<file path="config.mk">
export PLATFORM = sky130hd
export DESIGN_NAME = click_free_swap_fade_gate
export DESIGN_NICKNAME = d
export VERILOG_FILES = /design/src/rtl/core/cfsfg_pkg.sv /design/src/rtl/core/cfsfg_apb_regs.sv /design/src/rtl/core/cfsfg_ctrl.sv /design/src/rtl/core/cfsfg_scale.sv /design/src/rtl/core/click_free_swap_fade_gate.sv
export SDC_FILE = /design/constraint.sdc
export NUM_CORES = 1
export LEC_CHECK = 0
export ABC_AREA = 1
export BUFFER_PORTS_ARGS = -buffer_cell sky130_fd_sc_hd__buf_2
export CORE_UTILIZATION = 55
export DETAILED_ROUTE_END_ITERATION = 16
export MAX_ROUTING_LAYER = met4
export PLACE_DENSITY_LB_ADDON = 0.05
export SYNTH_ARGS = -nofsm -noshare
export SYNTH_HDL_FRONTEND = slang
export SYNTH_SLANG_ARGS = --single-unit
</file>
<file path="constraint.sdc">
create_clock -name aclk -period 9.4 [get_ports aclk]
set_input_delay 0.94 -clock aclk [delete_from_list [all_inputs] [get_ports aclk]]
set_output_delay 0.94 -clock aclk [all_outputs]
set_load 0.02 [all_outputs]
</file>
<file path="src/rtl/core/cfsfg_pkg.sv">
// Shared types, constants and helpers for the click-free swap fade gate.
package cfsfg_pkg;

    // Sample width and padded stream data width
    localparam int SAMPLE_BITS = 24;
    localparam int TDATA_W     = ((SAMPLE_BITS + 7) / 8) * 8;

    // Gain format: unsigned Q1.15, 0x8000 is unity
    localparam int              GAIN_W          = 16;
    localparam logic [GAIN_W-1:0] UNITY_Q15     = 16'h8000;
    localparam logic [GAIN_W-1:0] FADE_STEP_RST = 16'd328;

    // Configuration port
    localparam int         APB_ADDR_W = 3;
    localparam int         APB_DATA_W = 32;
    localparam logic [0:0] REG_FADE_STEP = 1'b0;

    // Gate phase
    typedef enum logic [1:0] {
        PH_IDLE     = 2'd0,
        PH_FADE_OUT = 2'd1,
        PH_GAP      = 2'd2,
        PH_FADE_IN  = 2'd3
    } phase_t;

    // One input item as held in the input register
    typedef struct packed {
        logic [SAMPLE_BITS-1:0] sample;
        logic                   first;
        logic                   last;
        logic                   req;
    } item_t;

    // Control results for one item
    typedef struct packed {
        logic [GAIN_W-1:0] gain;
        logic              gap;
        logic              swap;
        phase_t            phase;
    } ctrl_out_t;

    // Clamp the programmed step into 1 .. unity
    function automatic logic [GAIN_W-1:0] eff_step(input logic [GAIN_W-1:0] step);
        logic [GAIN_W-1:0] r;
        if (step == '0) begin
            r = {{(GAIN_W-1){1'b0}}, 1'b1};
        end else if (step > UNITY_Q15) begin
            r = UNITY_Q15;
        end else begin
            r = step;
        end
        return r;
    endfunction

endpackage

</file>
<file path="src/rtl/core/cfsfg_apb_regs.sv">
// APB register file holding the fade step.
module cfsfg_apb_regs (
    input  logic                                aclk,
    input  logic                                aresetn,
    input  logic                                psel,
    input  logic                                penable,
    input  logic                                pwrite,
    input  logic [cfsfg_pkg::APB_ADDR_W-1:0]    paddr,
    input  logic [cfsfg_pkg::APB_DATA_W-1:0]    pwdata,
    output logic [cfsfg_pkg::APB_DATA_W-1:0]    prdata,
    output logic                                pready,
    output logic [cfsfg_pkg::GAIN_W-1:0]        fade_step
);

    logic [cfsfg_pkg::GAIN_W-1:0] fade_step_reg;
    logic [cfsfg_pkg::GAIN_W-1:0] fade_step_next;
    logic                         wr_en;
    logic                         sel_step;

    // Decode the word address
    assign sel_step = (paddr[cfsfg_pkg::APB_ADDR_W-1:2] == cfsfg_pkg::REG_FADE_STEP);
    assign wr_en    = psel & penable & pwrite;
    assign pready   = 1'b1;

    // Take the write on the access phase
    always_comb begin
        fade_step_next = fade_step_reg;
        if (wr_en && sel_step) begin
            fade_step_next = pwdata[cfsfg_pkg::GAIN_W-1:0];
        end
    end

    always_ff @(posedge aclk) begin
        if (!aresetn) begin
            fade_step_reg <= cfsfg_pkg::FADE_STEP_RST;
        end else begin
            fade_step_reg <= fade_step_next;
        end
    end

    // Read back
    assign prdata = sel_step
        ? {{(cfsfg_pkg::APB_DATA_W-cfsfg_pkg::GAIN_W){1'b0}}, fade_step_reg}
        : '0;
    assign fade_step = fade_step_reg;

endmodule

</file>
<file path="src/rtl/core/cfsfg_ctrl.sv">
// Phase sequencer and gain ramp of the fade gate.
module cfsfg_ctrl (
    input  logic                          aclk,
    input  logic                          aresetn,
    input  logic                          advance,
    input  cfsfg_pkg::item_t              item,
    input  logic [cfsfg_pkg::GAIN_W-1:0]  fade_step,
    output cfsfg_pkg::ctrl_out_t          ctrl
);

    cfsfg_pkg::phase_t            phase_reg, phase_next;
    logic [cfsfg_pkg::GAIN_W-1:0] gain_reg, gain_next;
    logic                         pend_reg, pend_next;
    logic                         gap_reg, gap_next;
    logic                         ramps_reg, ramps_next;

    // Intermediate values for the current item
    cfsfg_pkg::phase_t            ph_blk;
    logic                         pend_blk;
    logic                         gap_blk;
    logic                         ramps_blk;
    logic [cfsfg_pkg::GAIN_W-1:0] step;
    logic [cfsfg_pkg::GAIN_W:0]   gain_sum;
    logic [cfsfg_pkg::GAIN_W-1:0] gain_blk;

    assign step     = cfsfg_pkg::eff_step(fade_step);
    assign gain_sum = {1'b0, gain_reg} + {1'b0, step};

    // Decide block kind at block start and ramp the gain
    always_comb begin
        pend_blk  = pend_reg | item.req;
        ph_blk    = phase_reg;
        gap_blk   = gap_reg;
        ramps_blk = ramps_reg;
        if (item.first) begin
            gap_blk = (phase_reg == cfsfg_pkg::PH_GAP);
            if (phase_reg == cfsfg_pkg::PH_IDLE && pend_blk) begin
                pend_blk = 1'b0;
                ph_blk   = cfsfg_pkg::PH_FADE_OUT;
            end
            ramps_blk = (ph_blk inside {cfsfg_pkg::PH_FADE_OUT, cfsfg_pkg::PH_FADE_IN});
        end
        gain_blk = gain_reg;
        if (ramps_blk) begin
            case (ph_blk)
                cfsfg_pkg::PH_FADE_OUT: begin
                    gain_blk = (gain_reg > step) ? gain_reg - step : '0;
                end
                cfsfg_pkg::PH_FADE_IN: begin
                    gain_blk = (gain_sum >= {1'b0, cfsfg_pkg::UNITY_Q15})
                        ? cfsfg_pkg::UNITY_Q15 : gain_sum[cfsfg_pkg::GAIN_W-1:0];
                end
                default: begin
                    gain_blk = gain_reg;
                end
            endcase
        end
    end

    // Next state: advance the phase at block end
    always_comb begin
        phase_next = phase_reg;
        gain_next  = gain_reg;
        pend_next  = pend_reg;
        gap_next   = gap_reg;
        ramps_next = ramps_reg;
        if (advance) begin
            phase_next = ph_blk;
            gain_next  = gain_blk;
            pend_next  = pend_blk;
            gap_next   = gap_blk;
            ramps_next = ramps_blk;
            if (item.last) begin
                case (ph_blk)
                    cfsfg_pkg::PH_FADE_OUT: begin
                        if (gain_blk == '0) begin
                            phase_next = cfsfg_pkg::PH_GAP;
                        end
                    end
                    cfsfg_pkg::PH_FADE_IN: begin
                        if (gain_blk >= cfsfg_pkg::UNITY_Q15) begin
                            gain_next  = cfsfg_pkg::UNITY_Q15;
                            phase_next = cfsfg_pkg::PH_IDLE;
                        end
                    end
                    cfsfg_pkg::PH_GAP: begin
                        phase_next = cfsfg_pkg::PH_FADE_IN;
                    end
                    default: begin
                        phase_next = ph_blk;
                    end
                endcase
                gap_next   = 1'b0;
                ramps_next = 1'b0;
            end
        end
    end

    // Outputs for the current item
    always_comb begin
        ctrl.gain = gain_blk;
        ctrl.gap  = gap_blk;
        ctrl.swap = item.last & gap_blk;
        ctrl.phase = ph_blk;
        if (item.last) begin
            case (ph_blk)
                cfsfg_pkg::PH_FADE_OUT: begin
                    if (gain_blk == '0) begin
                        ctrl.phase = cfsfg_pkg::PH_GAP;
                    end
                end
                cfsfg_pkg::PH_FADE_IN: begin
                    if (gain_blk >= cfsfg_pkg::UNITY_Q15) begin
                        ctrl.phase = cfsfg_pkg::PH_IDLE;
                    end
                end
                cfsfg_pkg::PH_GAP: begin
                    ctrl.phase = cfsfg_pkg::PH_FADE_IN;
                end
                default: begin
                    ctrl.phase = ph_blk;
                end
            endcase
        end
    end

    always_ff @(posedge aclk) begin
        if (!aresetn) begin
            phase_reg <= cfsfg_pkg::PH_IDLE;
            gain_reg  <= cfsfg_pkg::UNITY_Q15;
            pend_reg  <= 1'b0;
            gap_reg   <= 1'b0;
            ramps_reg <= 1'b0;
        end else begin
            phase_reg <= phase_next;
            gain_reg  <= gain_next;
            pend_reg  <= pend_next;
            gap_reg   <= gap_next;
            ramps_reg <= ramps_next;
        end
    end

    // Gain never rises above unity
    a_gain_max: assert property (@(posedge aclk) disable iff (!aresetn)
        gain_reg <= cfsfg_pkg::UNITY_Q15)
        else $error("gate gain above unity");

    // The gap phase is only reached with the gain fully down
    a_gap_silent: assert property (@(posedge aclk) disable iff (!aresetn)
        phase_reg == cfsfg_pkg::PH_GAP |-> gain_reg == '0)
        else $error("gap phase with nonzero gain");

    // A gap block lives only inside the gap phase
    a_gap_blk: assert property (@(posedge aclk) disable iff (!aresetn)
        gap_reg |-> phase_reg == cfsfg_pkg::PH_GAP)
        else $error("gap block outside gap phase");

    // A ramping block lives only in a fade phase
    a_ramp_blk: assert property (@(posedge aclk) disable iff (!aresetn)
        ramps_reg |-> (phase_reg == cfsfg_pkg::PH_FADE_OUT ||
                       phase_reg == cfsfg_pkg::PH_FADE_IN))
        else $error("ramping block outside a fade phase");

    // The swap strobe always hands over to the fade-in
    a_swap_phase: assert property (@(posedge aclk) disable iff (!aresetn)
        advance && ctrl.swap |=> phase_reg == cfsfg_pkg::PH_FADE_IN)
        else $error("swap strobe without entering fade-in");

endmodule

</file>
<file path="src/rtl/core/cfsfg_scale.sv">
// Gain multiply with arithmetic shift and gap muting.
module cfsfg_scale (
    input  logic signed [cfsfg_pkg::SAMPLE_BITS-1:0] sample,
    input  logic        [cfsfg_pkg::GAIN_W-1:0]      gain,
    input  logic                                     mute,
    output logic signed [cfsfg_pkg::SAMPLE_BITS-1:0] result
);

    localparam int PROD_W = cfsfg_pkg::SAMPLE_BITS + cfsfg_pkg::GAIN_W + 1;

    logic signed [PROD_W-1:0]             prod;
    logic signed [cfsfg_pkg::GAIN_W:0]    gain_s;

    // Signed product, floor by shifting right 15; gain at most unity so it fits
    assign gain_s = $signed({1'b0, gain});
    assign prod   = sample * gain_s;
    assign result = mute ? '0 : prod[cfsfg_pkg::SAMPLE_BITS+14:15];

endmodule

</file>
<file path="src/rtl/core/click_free_swap_fade_gate.sv">
// Top level of the click-free swap fade gate.
//
// Gates a stream of audio samples so a downstream model can be swapped without
// a click. Input transfers carry one sample on s_tdata, the block end on
// s_tlast, and block start and swap request on s_tuser. Each input transfer
// yields exactly one output transfer: the gated sample on m_tdata, plus the
// swap strobe and the phase after the sample on m_tuser.
// The APB port holds the fade step (Q1.15 gain change per sample).
//
// m_tvalid rises once a sample has passed the input register and then the
// output register. One sample is accepted every cycle while the receiver does
// not stall: the input register feeds the phase and gain update plus one
// multiply, whose combinational results load the output register.
// When the receiver stalls, the output register holds its transfer and the
// input register takes one more sample before s_tready drops.
// Reset (aresetn low, synchronous) empties both registers, sets the gain to
// unity, the phase to idle, drops any pending swap request and loads the
// default fade step of 328.
module click_free_swap_fade_gate (
    input  logic                                    aclk,
    input  logic                                    aresetn,
    // Input stream
    input  logic                                    s_tvalid,
    output logic                                    s_tready,
    input  logic [cfsfg_pkg::TDATA_W-1:0]           s_tdata,  // [23:0] sample_in
    input  logic                                    s_tlast,  // last_in_block
    input  logic [1:0]                              s_tuser,  // [0] first_in_block, [1] swap_request
    // Output stream
    output logic                                    m_tvalid,
    input  logic                                    m_tready,
    output logic [cfsfg_pkg::TDATA_W-1:0]           m_tdata,  // [23:0] sample_out
    output logic [2:0]                              m_tuser,  // [0] swap_now, [2:1] fade_phase
    // Configuration
    input  logic                                    psel,
    input  logic                                    penable,
    input  logic                                    pwrite,
    input  logic [cfsfg_pkg::APB_ADDR_W-1:0]        paddr,
    input  logic [cfsfg_pkg::APB_DATA_W-1:0]        pwdata,
    output logic [cfsfg_pkg::APB_DATA_W-1:0]        prdata,
    output logic                                    pready
);

    localparam int SB = cfsfg_pkg::SAMPLE_BITS;

    logic                                in_vld_reg, in_vld_next;
    cfsfg_pkg::item_t                    in_item_reg, in_item_next;
    logic                                out_vld_reg, out_vld_next;
    logic signed [SB-1:0]                out_sample_reg, out_sample_next;
    logic                                out_swap_reg, out_swap_next;
    cfsfg_pkg::phase_t                   out_phase_reg, out_phase_next;

    logic                                out_free;
    logic                                advance;
    logic [cfsfg_pkg::GAIN_W-1:0]        fade_step;
    cfsfg_pkg::ctrl_out_t                ctrl;
    logic signed [SB-1:0]                scaled;

    // Handshake: output register free or draining this cycle
    assign out_free = ~out_vld_reg | m_tready;
    assign advance  = in_vld_reg & out_free;
    assign s_tready = ~in_vld_reg | out_free;

    cfsfg_apb_regs u_regs (
        .aclk      (aclk),
        .aresetn   (aresetn),
        .psel      (psel),
        .penable   (penable),
        .pwrite    (pwrite),
        .paddr     (paddr),
        .pwdata    (pwdata),
        .prdata    (prdata),
        .pready    (pready),
        .fade_step (fade_step)
    );

    cfsfg_ctrl u_ctrl (
        .aclk      (aclk),
        .aresetn   (aresetn),
        .advance   (advance),
        .item      (in_item_reg),
        .fade_step (fade_step),
        .ctrl      (ctrl)
    );

    cfsfg_scale u_scale (
        .sample (in_item_reg.sample),
        .gain   (ctrl.gain),
        .mute   (ctrl.gap),
        .result (scaled)
    );

    // Input register: load on each input transfer
    always_comb begin
        in_vld_next  = in_vld_reg;
        in_item_next = in_item_reg;
        if (s_tready) begin
            in_vld_next = s_tvalid;
        end
        if (s_tvalid && s_tready) begin
            in_item_next.sample = s_tdata[SB-1:0];
            in_item_next.first  = s_tuser[0];
            in_item_next.last   = s_tlast;
            in_item_next.req    = s_tuser[1];
        end
    end

    // Output register: hold while stalled, load when the item advances
    always_comb begin
        out_vld_next    = out_vld_reg;
        out_sample_next = out_sample_reg;
        out_swap_next   = out_swap_reg;
        out_phase_next  = out_phase_reg;
        if (out_free) begin
            out_vld_next = in_vld_reg;
        end
        if (advance) begin
            out_sample_next = scaled;
            out_swap_next   = ctrl.swap;
            out_phase_next  = ctrl.phase;
        end
    end

    always_ff @(posedge aclk) begin
        if (!aresetn) begin
            in_vld_reg  <= 1'b0;
            out_vld_reg <= 1'b0;
        end else begin
            in_vld_reg  <= in_vld_next;
            out_vld_reg <= out_vld_next;
        end
    end

    always_ff @(posedge aclk) begin
        in_item_reg    <= in_item_next;
        out_sample_reg <= out_sample_next;
        out_swap_reg   <= out_swap_next;
        out_phase_reg  <= out_phase_next;
    end

    assign m_tvalid = out_vld_reg;
    assign m_tdata  = {{(cfsfg_pkg::TDATA_W-SB){1'b0}}, out_sample_reg};
    assign m_tuser  = {out_phase_reg, out_swap_reg};

endmodule
</file>
==> results.md <==
- Post-Route Utilization: 0.6256
- Pwr dens: 346.4 nW/um^2
- Clk sinks: 93
- Met1 global-route usage: 0.4317
- Actual slew at the worst max-slew pin: 1137 ps
- Synth top area share: 0.3771
- Placer Congestion: 0.9335
- Crit path buf inv count: 12
- Sequential area share after synthesis: 0.1240
- DR pass1 iterations: 5
- Internal power: 3.602 mW
- Filler cells: slightly above 3000
- Most frequent cells in the layout: inv_1, nand2_1, fa_1, nor2_1, buf_4
- Gr usage total: 0.3294
- Synth cell types: 53
- Synth area leader: fa_1
- Unrepaired setup endpoints after global routing: yes
- Commonest non-fill, non-tap cell in the layout: inv_1
- Leakage: ~11 nW
- Die Width: 189.7 um
- Die area: 35990 um^2
- HPWL Detailed: 44380 um
- Worst Path Max Fanout: 8
- Final WL: 52910 um
- Fmax: ~0.11 GHz
- Worst path slowest cell: fa_1
- Req. time, crit path: 9550 ps
- Met2 Usage GRT: 0.5314
- CP endpoint kind: register
- Final number of setup-violating endpoints: 0
- Ant diodes: 0
- GRT Max-Usage Layer: met2
- Area of the multi-input gates: 14440 um^2
- Fin crit period: 8968 ps
- Most frequent CP cell: inv_1
- Combinational share of power: 0.851
- Slack of the worst reg-to-reg path: 430 ps
- Starting Density: 0.5596
- Synth area leaders: fa_1, inv_1, nand2_1, edfxtp_1, ha_1
- Via density: 5.246
- Final setup skew: between 15 and 20 ps
- Max FFs per register: 27
- Core Rows: 68
- Final Max Tran Viols: 0
- Die H: around 190 um
- Syn Area/Cell: 7.958 um^2
- Final instance area: 21660 um^2
- Delay-heaviest family, CP: adder cells
- VDD IR-drop max: 599.4 uV
- Initial antenna violation count: 0
- Grt ovf: 0
- Synthesized instance count: roughly 2400
- Number of port buffers: 95
- Layout cell share with drive strength beyond 1: 0.1448
- Met3 Usage GRT: 0.04593
- Synth-to-layout area growth: 11.79%
- Post-route ant nets: 0
- H-tree levels: 3
- Worst setup SP type: register
- Area post-placement: 21140 um^2
- Critical Path AT: 9120 ps
- Area occupied by registers: 2402 um^2
- Final hold violation count: 0
- CTS root buf: clkbuf_16
- Final setup TNS: 0 ps
- #FFs+latches synth: 93
- Max_cap viols: 0
- Drt drc: 0
- TritonCTS Buffers: 9
- Largest stage delay, worst path: ~550 ps
- Nets: 3160
- Min-delay worst type: reg2reg
- Synth Warn #: 0
- Outcome: finished clean
- Relative slew slack: 0.2412
- Wirelength per Cell: about 17 um
- Crit Path Category: reg2reg
- Global-route wire length before repair: 88550 um
- Setup slack after layout: 431.6 ps
- Post-CTS Hold Fix Bufs: 0
- Psw: 3.903 mW
- Final period utilization: 0.9541
- Sequential share of power: 0.097
- Vias post-DR: 16050
- Number of global-route vias before repair: between 15000 and 20000
- Largest net degree at the start of global routing: 34
- Core Region: around 35000 um^2
- I/O pin cnt: 131
- Clock latency on the worst-skew pair: 390 ps
- DRT iter0 DRCs: 945
- Maximum clock path buffer count: 2
- Cell area after synthesis: 19380 um^2
- Clk slew on worst S/H paths: 90 ps
- Clk pwr share: 0.053
- Worst slack at placement: roughly 130 ps
- Pwr Total: ~7.5 mW
- Sw frac: 0.5201
- CTS tree: yes
## final timing paths
| kind | startpoint | cells past startpoint | endpoint |
|---|---|---|---|
| worst max-delay path | u_regs.fade_step[4] | 44 | m_tdata[22] |
| worst min-delay path | u_ctrl.gap_reg | 2 | u_ctrl.gap_reg |
| worst max register to register | u_regs.fade_step[4] | 44 | m_tdata[22] |
| worst min register to register | u_ctrl.gap_reg | 2 | u_ctrl.gap_reg |
## area by class of cell
class | count | share of cell area
Multi-Input combinational cell | 1653 | 0.6663
Timing Repair inverter | 1 | 0.0003465
Inverter | 610 | 0.1061
Clock inverter | 7 | 0.004216
Clock buffer | 9 | 0.01040
Timing Repair Buffer | 231 | 0.07543
Sequential cell | 93 | 0.1109
Tap cell | 455 | 0.02628
## worst min-delay path, stage by stage (launching register included)
cell     delay [ps]
dfxtp_1         320
nand2_1          60
a21oi_1          50
## layer usage
metal,up-vias,share of wire
met5,-,0
met4,0,0.031
met3,103,0.064
met2,510,0.48
met1,7950,0.43
li1,7486,-
## stage by stage
stage / hold slack [ps] / cells
detailed placement: 460.7 / 3041
CTS: 472.2 / 3057
global route: 500.3 / 3059
floorplan: 445.3 / 2450
global placement: 454.3 / 3041
finish: 481.9 / 3059
## power groups by stage
| stage | registers (mW) | clock network [mW] | logic (mW) |
|---|---|---|---|
| detailed placement | 0.730 | 0 | 6.28 |
| floorplan | 0.783 | 0 | 3.88 |
| global placement | 0.731 | 0 | 6.24 |
| CTS | 0.723 | 0.406 | 6.39 |
| global route | 0.730 | 0.418 | 7.29 |
| finish | 0.724 | 0.397 | 6.38 |
## synthesized netlist by cell type, drive strengths merged
cell type and number:
a211oi 3, a21boi 3, a21o 2, a21oi 119
a221oi 3, a22oi 2, a31o 1, a31oi 4
and2 2, and3 2, buf 53, clkbuf 41
clkinv 8, conb 2, dfxtp 39, edfxtp 54
fa 365, ha 127, inv 602, nand2 495
nand3 56, nand3b 1, nand4 16, nor2 285
nor3 11, nor3b 1, nor4 4, o211ai 4
o21a 10, o21ai 65, o21bai 6, o221ai 4
o31ai 1, or2 15, xnor2 11, xor2 18
## timing repair
item                                    4_1_cts  5_1_grt
gates resized for setup                       0       50
endpoints found under the setup margin        0       16
setup buffers                                 0        1
## kinds of logic after synthesis
group / count (synthesis) / share of synthesized area
xor+xnor: 29 / 0.01311
flops: 93 / 0.1240
buf+inv: 704 / 0.1432
other cells: 2 / 0.0003875
fa+ha+maj: 492 / 0.4591
compound gates: 227 / 0.06754
simple gates: 888 / 0.1927
Power figures use the tool's default switching activity.
